<file path="config.mk">
export PLATFORM = sky130hd
export DESIGN_NAME = armed_relay_run_timer_unit
export DESIGN_NICKNAME = d
export VERILOG_FILES = /design/src/arrt_pkg.sv /design/src/arrt_chan.sv /design/src/armed_relay_run_timer_unit.sv
export VERILOG_INCLUDE_DIRS = /design/src /design/src/src
export SDC_FILE = /design/constraint.sdc
export NUM_CORES = 2
export LEC_CHECK = 0
export BUFFER_PORTS_ARGS = -buffer_cell sky130_fd_sc_hd__buf_2
export CORE_ASPECT_RATIO = 0.75
export CORE_MARGIN = 5
export CORE_UTILIZATION = 30
export CTS_BUF_LIST = sky130_fd_sc_hd__clkbuf_2 sky130_fd_sc_hd__clkbuf_4 sky130_fd_sc_hd__clkbuf_8
export DETAILED_ROUTE_END_ITERATION = 12
export PLACE_DENSITY = 0.41
export SYNTH_ARGS = -nofsm -noshare
export SYNTH_HDL_FRONTEND = slang
export SYNTH_SLANG_ARGS = --single-unit
</file>
<file path="constraint.sdc">
create_clock -name clk -period 12.3 [get_ports clk]
set_clock_uncertainty 0.2 [all_clocks]
set_input_delay 1.23 -clock clk [delete_from_list [all_inputs] [get_ports clk]]
set_output_delay 1.23 -clock clk [all_outputs]
set_load 0.01 [all_outputs]
</file>
<file path="src/armed_relay_run_timer_unit_assert.svh">
// ----------------------------------------------------------------------------
// Assertion macros for the armed relay run timer unit
// Shared clocking and reset qualification for the concurrent checks.
// ----------------------------------------------------------------------------
`ifndef ARMED_RELAY_RUN_TIMER_UNIT_ASSERT_SVH
`define ARMED_RELAY_RUN_TIMER_UNIT_ASSERT_SVH

// A condition that must hold at every clock edge out of reset.
`define ARRT_ASSERT_ALWAYS(lbl, expr, msg) \
	lbl: assert property (@(posedge clk) disable iff (!arst_n) (expr)) else $error(msg);

// A condition that must be followed by another in the cycle after it.
`define ARRT_ASSERT_NEXT(lbl, ante, cons, msg) \
	lbl: assert property (@(posedge clk) disable iff (!arst_n) (ante) |=> (cons)) \
		else $error(msg);

`endif

</file>
<file path="src/arrt_pkg.sv">
// ----------------------------------------------------------------------------
// Armed relay run timer package
// Word types, function codes and register map constants.
// ----------------------------------------------------------------------------
package arrt_pkg;

	// Number of slots in each bank of the register map.
	localparam int MAP_SLOTS = 8;

	// Function codes of an input word.
	localparam logic [2:0] FUNC_TICK     = 3'd0;
	localparam logic [2:0] FUNC_COIL_WR  = 3'd1;
	localparam logic [2:0] FUNC_HOLD_WR  = 3'd2;
	localparam logic [2:0] FUNC_COIL_RD  = 3'd3;
	localparam logic [2:0] FUNC_HOLD_RD  = 3'd4;

	// Register map base addresses.
	localparam logic [15:0] ADDR_MANUAL   = 16'd0;
	localparam logic [15:0] ADDR_ARM      = 16'd20;
	localparam logic [15:0] ADDR_TRIGGER  = 16'd30;
	localparam logic [15:0] ADDR_ANY      = 16'd40;
	localparam logic [15:0] ADDR_STOP     = 16'd60;
	localparam logic [15:0] ADDR_DURATION = 16'd100;
	localparam logic [15:0] ADDR_SLOTS    = 16'd8;

	// Fitted channel count after reset.
	localparam logic [3:0] RELAY_COUNT_RESET = 4'd8;

	typedef struct packed {
		logic [2:0]  func;
		logic [15:0] address;
		logic [15:0] value;
	} in_word_t;

	typedef struct packed {
		logic [15:0] read_data;
		logic [7:0]  relay_outputs;
		logic        any_on;
		logic        unmapped;
	} out_word_t;

endpackage

</file>
<file path="src/arrt_chan.sv">
// ----------------------------------------------------------------------------
// Armed relay run timer channel
// Holds one channel's run start time and length and flags the end of a run.
// ----------------------------------------------------------------------------
module arrt_chan
	import arrt_pkg::*;
(
	input  logic        clk,
	input  logic        load,
	input  logic [31:0] time_now,
	input  logic [15:0] duration,
	output logic        expired
);

	logic [31:0] run_start_q;
	logic [15:0] run_length_q;
	logic [31:0] elapsed;

	// Latch the start time and length when a run is triggered.
	always_ff @(posedge clk) begin
		if (load) begin
			run_start_q  <= time_now;
			run_length_q <= duration;
		end
	end

	// A run starting in this pass has zero elapsed time, so it ends only on a zero length.
	assign elapsed = time_now - run_start_q;
	assign expired = load ? (duration == 16'd0) : (elapsed >= {16'd0, run_length_q});

endmodule

</file>
<file path="src/armed_relay_run_timer_unit.sv">
// An accepted word is held in the input stage, then registered as a result word.
// One word per cycle while results drain; access and evaluation pass are combinational.
// The result register lets an empty input stage take a word while a result waits.
// Reset clears time, durations, coils, flags and relays, and sets eight fitted channels.
// Run start and length registers are not reset; they are loaded by a trigger before use.
// ----------------------------------------------------------------------------
// Armed relay run timer unit
// Relay bank behind a coil and holding register map with armed timed runs.
// ----------------------------------------------------------------------------
`include "armed_relay_run_timer_unit_assert.svh"

module armed_relay_run_timer_unit
	import arrt_pkg::*;
#(
	parameter int CHANNELS = 8
) (
	input  logic      clk,
	input  logic      arst_n,
	input  logic      cfg_we,
	input  logic [3:0] cfg_wdata,
	input  logic      in_valid,
	output logic      in_ready,
	input  in_word_t  in_data,
	output logic      out_valid,
	input  logic      out_ready,
	output out_word_t out_data
);

	// Input stage.
	logic     valid_s1;
	in_word_t item_s1;
	logic     adv;
	logic     in_fire;

	// Block state.
	logic [3:0]           relay_count_q;
	logic [31:0]          time_q;
	logic [15:0]          dur_q [MAP_SLOTS];
	logic [MAP_SLOTS-1:0] manual_q;
	logic [MAP_SLOTS-1:0] arm_q;
	logic [MAP_SLOTS-1:0] armed_q;
	logic [MAP_SLOTS-1:0] timed_q;
	logic [MAP_SLOTS-1:0] relay_q;
	logic                 trig_q;
	logic                 stop_q;
	logic                 any_q;

	// Address decode.
	logic [15:0] arm_off;
	logic [15:0] dur_off;
	logic [2:0]  man_idx;
	logic [2:0]  arm_idx;
	logic [2:0]  dur_idx;
	logic        is_man;
	logic        is_arm;
	logic        is_trig;
	logic        is_any;
	logic        is_stop;
	logic        is_coil;
	logic        is_hreg;
	logic        wbit;

	// State after the access.
	logic [31:0]          time_a;
	logic [15:0]          dur_a [MAP_SLOTS];
	logic [MAP_SLOTS-1:0] manual_a;
	logic [MAP_SLOTS-1:0] arm_a;
	logic                 trig_a;
	logic                 stop_a;
	logic                 any_a;
	logic [15:0]          rd;
	logic                 miss;

	// State after the pass.
	logic [15:0]          dur_n [MAP_SLOTS];
	logic [MAP_SLOTS-1:0] manual_n;
	logic [MAP_SLOTS-1:0] arm_n;
	logic [MAP_SLOTS-1:0] armed_n;
	logic [MAP_SLOTS-1:0] timed_n;
	logic [MAP_SLOTS-1:0] relay_n;
	logic                 trig_n;
	logic                 stop_n;
	logic                 any_n;

	// Pass helpers.
	logic [MAP_SLOTS-1:0] chan_mask;
	logic [MAP_SLOTS-1:0] fit_mask;
	logic [MAP_SLOTS-1:0] armed1;
	logic [MAP_SLOTS-1:0] start;
	logic [MAP_SLOTS-1:0] expired;
	logic [MAP_SLOTS-1:0] shown;

	// Output register.
	logic      out_valid_q;
	out_word_t out_data_q;

	// Handshake: the input stage moves on when the result register is free or drains.
	assign adv      = valid_s1 && (!out_valid_q || out_ready);
	assign in_ready = !valid_s1 || adv;
	assign in_fire  = in_valid && in_ready;

	always_ff @(posedge clk or negedge arst_n) begin
		if (!arst_n) begin
			valid_s1 <= 1'b0;
		end else begin
			valid_s1 <= in_fire || (valid_s1 && !adv);
		end
	end

	always_ff @(posedge clk) begin
		if (in_fire) begin
			item_s1 <= in_data;
		end
	end

	// Channel masks: channels built into this instance and channels fitted by software.
	always_comb begin
		for (int i = 0; i < MAP_SLOTS; i++) begin
			chan_mask[i] = (i < CHANNELS);
			fit_mask[i]  = chan_mask[i] && (4'(i) < relay_count_q);
		end
	end

	// Register map decode.
	assign arm_off = item_s1.address - ADDR_ARM;
	assign dur_off = item_s1.address - ADDR_DURATION;
	assign man_idx = item_s1.address[2:0];
	assign arm_idx = arm_off[2:0];
	assign dur_idx = dur_off[2:0];
	assign is_man  = item_s1.address < ADDR_MANUAL + ADDR_SLOTS;
	assign is_arm  = (item_s1.address >= ADDR_ARM) && (item_s1.address < ADDR_ARM + ADDR_SLOTS);
	assign is_trig = item_s1.address == ADDR_TRIGGER;
	assign is_any  = item_s1.address == ADDR_ANY;
	assign is_stop = item_s1.address == ADDR_STOP;
	assign is_coil = is_man || is_arm || is_trig || is_any || is_stop;
	assign is_hreg = (item_s1.address >= ADDR_DURATION)
		&& (item_s1.address < ADDR_DURATION + ADDR_SLOTS);
	assign wbit    = item_s1.value[0];

	// Access phase: apply the tick, write or read to the current state.
	always_comb begin
		time_a   = time_q;
		manual_a = manual_q;
		arm_a    = arm_q;
		trig_a   = trig_q;
		stop_a   = stop_q;
		any_a    = any_q;
		rd       = 16'd0;
		miss     = 1'b0;
		for (int i = 0; i < MAP_SLOTS; i++) begin
			dur_a[i] = dur_q[i];
		end
		unique case (item_s1.func)
			FUNC_TICK: begin
				time_a = time_q + 32'd1;
			end
			FUNC_COIL_WR: begin
				if (is_man) begin
					manual_a[man_idx] = wbit;
				end else if (is_arm) begin
					arm_a[arm_idx] = wbit;
				end else if (is_trig) begin
					trig_a = wbit;
				end else if (is_any) begin
					any_a = wbit;
				end else if (is_stop) begin
					stop_a = wbit;
				end
				miss = !is_coil;
			end
			FUNC_HOLD_WR: begin
				if (is_hreg) begin
					dur_a[dur_idx] = item_s1.value;
				end
				miss = !is_hreg;
			end
			FUNC_COIL_RD: begin
				if (is_man) begin
					rd = {15'd0, manual_q[man_idx]};
				end else if (is_arm) begin
					rd = {15'd0, arm_q[arm_idx]};
				end else if (is_trig) begin
					rd = {15'd0, trig_q};
				end else if (is_any) begin
					rd = {15'd0, any_q};
				end else if (is_stop) begin
					rd = {15'd0, stop_q};
				end
				miss = !is_coil;
			end
			FUNC_HOLD_RD: begin
				if (is_hreg) begin
					rd = dur_q[dur_idx];
				end
				miss = !is_hreg;
			end
			default: begin
			end
		endcase
	end

	// Arming and trigger: armed, idle, fitted channels start a run on the trigger.
	assign armed1 = armed_q | (arm_a & fit_mask);
	assign start  = trig_a ? (armed1 & ~timed_q & fit_mask) : '0;

	// Per-channel run timers.
	for (genvar g = 0; g < MAP_SLOTS; g++) begin : g_chan
		if (g < CHANNELS) begin : g_fit
			arrt_chan u_chan (
				.clk      (clk),
				.load     (adv && !stop_a && start[g]),
				.time_now (time_a),
				.duration (dur_a[g]),
				.expired  (expired[g])
			);
		end else begin : g_none
			assign expired[g] = 1'b0;
		end
	end

	// Evaluation pass.
	always_comb begin
		for (int i = 0; i < MAP_SLOTS; i++) begin
			dur_n[i] = dur_a[i];
		end
		arm_n    = arm_a;
		trig_n   = trig_a;
		stop_n   = 1'b0;
		any_n    = any_a;
		if (stop_a) begin
			// Emergency stop clears relays, manual coils, durations, armed and run flags.
			manual_n = '0;
			armed_n  = '0;
			timed_n  = '0;
			relay_n  = '0;
			for (int i = 0; i < MAP_SLOTS; i++) begin
				dur_n[i] = 16'd0;
			end
		end else begin
			arm_n    = arm_a & ~fit_mask;
			trig_n   = 1'b0;
			armed_n  = armed1 & ~start;
			timed_n  = timed_q | start;
			relay_n  = relay_q | start;
			manual_n = manual_a | start;
			// Running channels end on expiry; idle fitted channels follow their manual coil.
			for (int i = 0; i < MAP_SLOTS; i++) begin
				if (fit_mask[i]) begin
					if (timed_n[i]) begin
						if (expired[i]) begin
							relay_n[i]  = 1'b0;
							manual_n[i] = 1'b0;
							timed_n[i]  = 1'b0;
						end
					end else begin
						relay_n[i] = manual_n[i];
					end
				end
			end
			any_n = |(relay_n & fit_mask);
		end
	end

	assign shown = relay_n & fit_mask;

	// State registers update once per processed word; cfg_we writes the channel count.
	always_ff @(posedge clk or negedge arst_n) begin
		if (!arst_n) begin
			relay_count_q <= RELAY_COUNT_RESET;
			time_q        <= 32'd0;
			manual_q      <= '0;
			arm_q         <= '0;
			armed_q       <= '0;
			timed_q       <= '0;
			relay_q       <= '0;
			trig_q        <= 1'b0;
			stop_q        <= 1'b0;
			any_q         <= 1'b0;
			for (int i = 0; i < MAP_SLOTS; i++) begin
				dur_q[i] <= 16'd0;
			end
		end else begin
			if (cfg_we) begin
				relay_count_q <= cfg_wdata;
			end
			if (adv) begin
				time_q   <= time_a;
				manual_q <= manual_n;
				arm_q    <= arm_n;
				armed_q  <= armed_n;
				timed_q  <= timed_n;
				relay_q  <= relay_n;
				trig_q   <= trig_n;
				stop_q   <= stop_n;
				any_q    <= any_n;
				for (int i = 0; i < MAP_SLOTS; i++) begin
					dur_q[i] <= dur_n[i];
				end
			end
		end
	end

	// Result register.
	always_ff @(posedge clk or negedge arst_n) begin
		if (!arst_n) begin
			out_valid_q <= 1'b0;
		end else if (adv) begin
			out_valid_q <= 1'b1;
		end else if (out_ready) begin
			out_valid_q <= 1'b0;
		end
	end

	always_ff @(posedge clk) begin
		if (adv) begin
			out_data_q.read_data     <= rd;
			out_data_q.relay_outputs <= shown;
			out_data_q.any_on        <= |shown;
			out_data_q.unmapped      <= miss;
		end
	end

	assign out_valid = out_valid_q;
	assign out_data  = out_data_q;

	// A word that leaves the input stage shows up in the result register.
	`ARRT_ASSERT_NEXT(a_adv_to_out, adv, out_valid_q, "processed word did not reach the output")
	// A running channel always drives its relay.
	`ARRT_ASSERT_ALWAYS(a_timed_drives, (timed_q & ~relay_q) == '0, "running channel not driven")
	// Runs exist only on channels that are built in.
	`ARRT_ASSERT_ALWAYS(a_timed_built, (timed_q & ~chan_mask) == '0, "run on absent channel")

endmodule

</file>
# Word-level counts from Yosys, hierarchy flattened
# Index checks and enable logic that the tools add are counted.
word_totals:
  regBits: 653
  input_bits: 44
  out_inout_bits: 28
  word_cells: 297
op_classes:
  n_addsub: 11
  magnitude_cmp: 27
  eq_ne: 12
  n_mux: 145
  bitwise_logic: 15
  n_reduce_logical: 45
ops:
  columns: ["operator", "n"]
  rows:
  - ["$mux W128", 3]
  - ["$ge A32 B16 Y1", 8]
  - ["$sub A32 B32 Y32", 8]
  - ["$bwmux W128", 1]
  - ["$logic_not A16 Y1", 8]
  - ["$mux W1", 115]
  - ["$mux W8", 11]
  - ["$mux W16", 4]
  - ["$and A8 B8 Y8", 7]
  - ["$bmux W16 S3", 1]
  - ["$demux W16 S3", 1]
  - ["$add A32 B1 Y32 const B", 1]
  - ["$eq A16 B6 Y1 const B", 2]
  - ["$mux W32", 1]
  - ["$or A8 B8 Y8", 4]
  - ["$pmux W16 S2", 1]
  - ["$not A8 Y8", 3]
  - ["$logic_and A1 B1 Y1", 17]
  - ["$bwmux W8", 2]
  - ["$eq A16 B5 Y1 const B", 1]
  - ["$ge A16 B5 Y1 const B", 1]
  - ["$ge A16 B7 Y1 const B", 1]
  - ["$lt A16 B4 Y1 const B", 1]
  - ["$lt A16 B5 Y1 const B", 1]
  - ["other kinds (25)", 52]

# Longest topological paths before layout
logic_depth:
  ltp_word: 23
  depth_mapped: 28
  mapped_depth_nobuf: 27

# Hierarchy
# A second synthesis with hierarchy kept.
unflattened:
  cells_unflattened: 4614
  area_unflattened_um2: 45363.5
by_module_without_submodules:
  columns: ["module", "instances", "cells_per_inst", "area_per_inst_um2", "seq_area_each_um2"]
  rows:
  - ["arrt_chan at g_chan[0].g_fit.u_chan ...", 6, 418, 3891.2, 1441.4]
  - ["armed_relay_run_timer_unit", 1, 1322, 14458.9, 7038.0]
  - ["arrt_chan at g_chan[6].g_fit.u_chan ...", 2, 392, 3778.6, 1441.4]

# Worst setup path before layout
# No wires, ideal clock.
synth_timing:
  path_kind: "input port to flip-flop"
  from: "input port out_ready"
  to: "register out_data_q (netlist bit out_data[1]) (data pin)"
  setup_time_ns: 0.277
  t_arrival_ns: 10.849
  t_required_ns: 11.823
  setup_slack_ns: 0.974
  cell_stages: 12
  n_path_buf: 0
  cell_sequence: "nand2b_1 -> nand2_1 -> clkinv_1 -> nand2_1 -> a2111oi_0 -> a2111oi_0 -> nand4b_1 -> nor4_1 -> o21ai_0 -> a21boi_0 -> a2111oi_0 -> nand4b_1"
synth_via:
  elab_chain_cells: 12
  elab_cells_between_ends: 54
  cone_classes: "mux (41); bitwise (1); reduce/logical (12)"
synth_rtl:
  columns: ["element", "line", "text"]
  rows:
  - ["from (decl)", "armed_relay_run_timer_unit.sv:25", "input logic out_ready,"]
  - ["$logic_or A1 B1 Y1", "armed_relay_run_timer_unit.sv:98", "assign adv = valid_s1 && (!out_valid_q || out_ready);"]
  - ["$logic_and A1 B1 Y1", "armed_relay_run_timer_unit.sv:98", null]
  - ["$logic_and A1 B1 Y1 (2 in series)", "armed_relay_run_timer_unit.sv:211", ".load (adv && !stop_a && start[g]),"]
  - ["net g_chan[6].g_fit.u_chan.load", "arrt_chan.sv:9", "input logic load,"]
  - ["$mux W1", "arrt_chan.sv:29", "assign expired = load ? (duration == 16'd0) : (elapsed >= {16'd0, run_length_q});"]
  - ["$mux W1", "armed_relay_run_timer_unit.sv:250", "if (expired[i]) begin"]
  - ["$mux W1", "armed_relay_run_timer_unit.sv:249", "if (timed_n[i]) begin"]
  - ["$mux W1", "armed_relay_run_timer_unit.sv:248", "if (fit_mask[i]) begin"]
  - ["$mux W1", "armed_relay_run_timer_unit.sv:230", "if (stop_a) begin"]
  - ["$mux W8", "armed_relay_run_timer_unit.sv:230", null]
  - ["$and A8 B8 Y8", "armed_relay_run_timer_unit.sv:264", "assign shown = relay_n & fit_mask;"]
  - ["net shown[6]", "armed_relay_run_timer_unit.sv:91", "logic [MAP_SLOTS-1:0] shown;"]
  - ["$reduce_or A8 Y1", "armed_relay_run_timer_unit.sv:318", "out_data_q.any_on <= |shown;"]
  - ["to (decl)", "armed_relay_run_timer_unit.sv:95", "out_word_t out_data_q;"]
# The timed path passes the listed nets, and every way through them passes these cells. The select of a mux whose other input is x is not followed.
# A chain may end at the register's enable or synchronous reset.

# Worst setup path in the final report
layout_timing:
  from: "register item_s1[32] (netlist name)"
  to: "register out_data_q (netlist bit out_data[1]) (data pin)"
layout_via:
  elab_cells_between_ends: 94
  cone_classes: "add/sub (8); order compare (8); eq/ne (2); mux (48); bitwise (8); reduce/logical (20)"
layout_lines:
  columns: ["element", "line", "text"]
  rows:
  - ["from (decl)", "armed_relay_run_timer_unit.sv:31", "in_word_t item_s1;"]
  - ["from (signal assigned)", "armed_relay_run_timer_unit.sv:112", "item_s1 <= in_data;"]
  - ["$logic_not A3 Y1", "armed_relay_run_timer_unit.sv:153", "unique case (item_s1.func)"]
  - ["$mux W32", "armed_relay_run_timer_unit.sv:153", null]
  - ["net g_chan[0].g_fit.u_chan.time_now[12]", "arrt_chan.sv:10", "input logic [31:0] time_now,"]
  - ["$sub A32 B32 Y32", "arrt_chan.sv:28", "assign elapsed = time_now - run_start_q;"]
  - ["$ge A32 B16 Y1", "arrt_chan.sv:29", null]
  - ["$mux W1", "arrt_chan.sv:29", null]
  - ["$mux W1", "armed_relay_run_timer_unit.sv:250", null]
  - ["$mux W1", "armed_relay_run_timer_unit.sv:249", null]
  - ["$mux W1", "armed_relay_run_timer_unit.sv:248", null]
  - ["$mux W1", "armed_relay_run_timer_unit.sv:230", null]
  - ["$mux W8", "armed_relay_run_timer_unit.sv:230", null]
  - ["$and A8 B8 Y8", "armed_relay_run_timer_unit.sv:264", null]
  - ["net shown[6]", "armed_relay_run_timer_unit.sv:91", null]
  - ["$reduce_or A8 Y1", "armed_relay_run_timer_unit.sv:318", null]
# The timed path passes the listed nets, and every way through them passes these cells. The select of a mux whose other input is x is not followed.

==> out/metrics.yaml <==
ys.flop_type: "edfxtp_1"
yosysUniqueCellTypes: 102
yosys-top-cells-count: "inv_1 (449), edfxtp_1 (445), ha_1 (377), a21oi_1 (350), nand2_1 (350)"
timing.reg2reg.setup_slack_ns: 3.66
maxSlewHeadroom: 0.290
synth.top_cell.area_share: 0.300
p_switching_mw: 1.97
drtIter0Drc: 3344
dp_slack_ns: 3.79
cp-start-kind: "flip-flop"
tns_ns: 0
io_buffers: 71
num_rows: 122
cp_slowest_stage_delay_ns: 0.85
synth_most_common_cell: "inv_1"
cts_sinks: 653
p_leak_nw: 22.1
netlist_top_cells_area: "edfxtp_1 (30%), dfrtp_1 (12%), ha_1 (11%)"
fin_nets: 5134
internal_power_mw: 4.07
share_seq_of_total_power: 0.397
clk_latency_ns: 0.89
max_freq_mhz: 116
root_buffer: "clkbuf_8"
die_w_microns: 455
gr-total-overflow: 0
cts_hold_buf: 0
fin_crit_sh: 0.702
avgViaCountPerCell: 5.44
utilization: 0.340
ys_seq_area_frac: 0.416
synth_nets: 5024
track_usage: 0.216
hold_class: "in2async"
cts_resized: 0
cts_buffer_depth: 3
synth_seq_cells: 653
yosys_warnings: 0
place_congestion: 0.917
area_delta_synth_final_pct: 12.6
wire_per_inst_microns: 25.5
grt_pass1_wl_microns: 250000
p_comb_frac: 0.239
cts_setup_buffers: 0
grt_pass1_vias: 35917
hpwlAfterDp_microns: 131000
fin_ws_ns: 3.66
slew_violations: 0
cts_tree: "done"
status: "completed"
cp.arrival_ns: 9.03
cts_made_buffers: 115
finalWirelength_microns: 173000
synth_area_leader_cell: "edfxtp_1"
syn_inst: 4595
ioPinCount: 72
grt_setup_unrepaired: "no"
synth_area_per_cell_sq_um: 9.70
peakVddDrop_mv: 0.0804
critPathMaxFanout: 10
swShare: 0.326
clock_power_share: 0.364
drive_gt1_frac: 0.120
criticalPathCategory: "reg2reg"
end_kind: "flip-flop"
start_util: 0.302
dieArea_sq_um: 157000
maxCapViolations: 0
fp.dieH_microns: 344
synthArstFlopShare: 0.319
syn_area_sq_um: 44600
final_antenna_net_count: 0
cp.required_ns: 12.69
core_sq_um: 148000
vias: 36991
synth_edf_count: 445
tightest_slew_ns: 1.04
grt_max_degree: 73
cts.reportedPaths.clkPinSlew_ns: 0.07
cellPowerDensity_nw_per_um2: 120
drc: 0
antenna_found_initial: 24
cp_slowest_cell: "a2111oi_0"
hold_viol_final: 0
htree_levels: 3
min_period_ns: 8.64
setup_viol: 0
dr.pass1.iters: 8
==> sequential cells by signal, indices dropped and copies added (netlist names) <==
signal / flops
g_chan.g_fit.u_chan.run_start_q: 256
dur_q: 128
g_chan.g_fit.u_chan.run_length_q: 128
item_s1: 35
time_q: 32
out_data: 26
arm_q: 8
armed_q: 8
manual_q: 8
relay_q: 8
timed_q: 8
relay_count_q: 4
any_q: 1
out_valid: 1
trig_q: 1
valid_s1: 1
==> power groups by stage <==
stage,Sequential (mW),Clock (mW),Combinational [mW]
floorplan,2.43,0,0.957
global placement,2.44,0,1.44
detailed placement,2.44,0,1.45
CTS,2.39,2.27,1.46
global route,2.40,2.36,1.61
finish,2.40,2.20,1.45
==> metal layers <==
| metal | part of all wire | vias to the layer above | GRT usage |
|---|---|---|---|
| met5 | 0.00016 | - | 0 |
| met4 | 0.024 | 4 | 0.0510 |
| met2 | 0.42 | 1169 | 0.324 |
| li1 | - | 17349 | - |
| met3 | 0.077 | 205 | 0.0507 |
| met1 | 0.47 | 18264 | 0.313 |
==> kinds of logic (layout without fill, tap and decap cells) <==
kind of cell,Yosys count,count (layout),synth area share
AOI/OAI and AO/OA,1311,1311,0.197
xor gates and xnor gates,242,242,0.0480
adders and majority gates,385,385,0.109
buffers and inverters,622,834,0.0526
DFF,653,653,0.416
muxes,166,166,0.0409
other,0,10,0
and+or+nand+nor,1216,1216,0.136
==> stage by stage <==
stage               std cells  hold slack (ns)  cell area, sq um  total power, mW
detailed placement       6572            0.266             47800             3.89
CTS                      6791            0.107             50200             6.12
finish                   6801            0.148             50200             6.04
global route             6794            0.134             50200             6.37
global placement         6572            0.261             47800             3.88
floorplan                4595            0.244             44600             3.38
==> final timing paths <==
kind,from,depth (start not counted),to
hold reg to reg,relay_q[5]$_DFFE_PN0P_,2,relay_q[5]$_DFFE_PN0P_
hold / removal,arst_n,1,time_q[12]$_DFFE_PN0P_
setup / recovery,item_s1[32]$_DFFE_PP_,28,out_data[1]$_DFFE_PP_
max in group asynchronous,arst_n,3,dur_q[14]$_DFFE_PN0P_
min in group clk,relay_q[5]$_DFFE_PN0P_,2,relay_q[5]$_DFFE_PN0P_
setup reg to reg,item_s1[32]$_DFFE_PP_,28,out_data[1]$_DFFE_PP_
==> placed cells by master, fill, tap and decap left out, types with 78 or more instances in the layout <==
cell type	netlist	final
a21o_1	98	98
a21oi_1	350	350
a22o_1	128	128
buf_4	0	94
clkbuf_8	0	122
dfrtp_1	207	207
edfxtp_1	445	445
ha_1	377	377
inv_1	449	448
mux2_2	129	129
nand2_1	350	348
nand3_1	78	78
nand4_1	95	95
nor2_1	260	256
nor3_1	85	85
o21ai_0	226	226
xnor2_1	155	137
==> final cells by class <==
cell class	instances	area (sq um)
diodes	10	25.0
clock buffers	152	1900
clock inverters	67	498
fillers	15258	97400
inverters	450	1690
multi-input cells	3320	24000
flip-flops and latches	653	18600
well taps	1984	2480
repair buffers	165	1070
==> critical path, delay by kind of cell, from the launching register on <==
family | cells | cell delay [ns]
AOI/OAI and AO/OA | 6 | 2.19
xor gates and xnor gates | 2 | 0.32
adders and majority gates | 2 | 0.56
buffers and inverters | 4 | 1.01
DFF | 1 | 0.50
and+or+nand+nor | 14 | 3.50
Note: power is estimated with default switching activity, not from simulation.
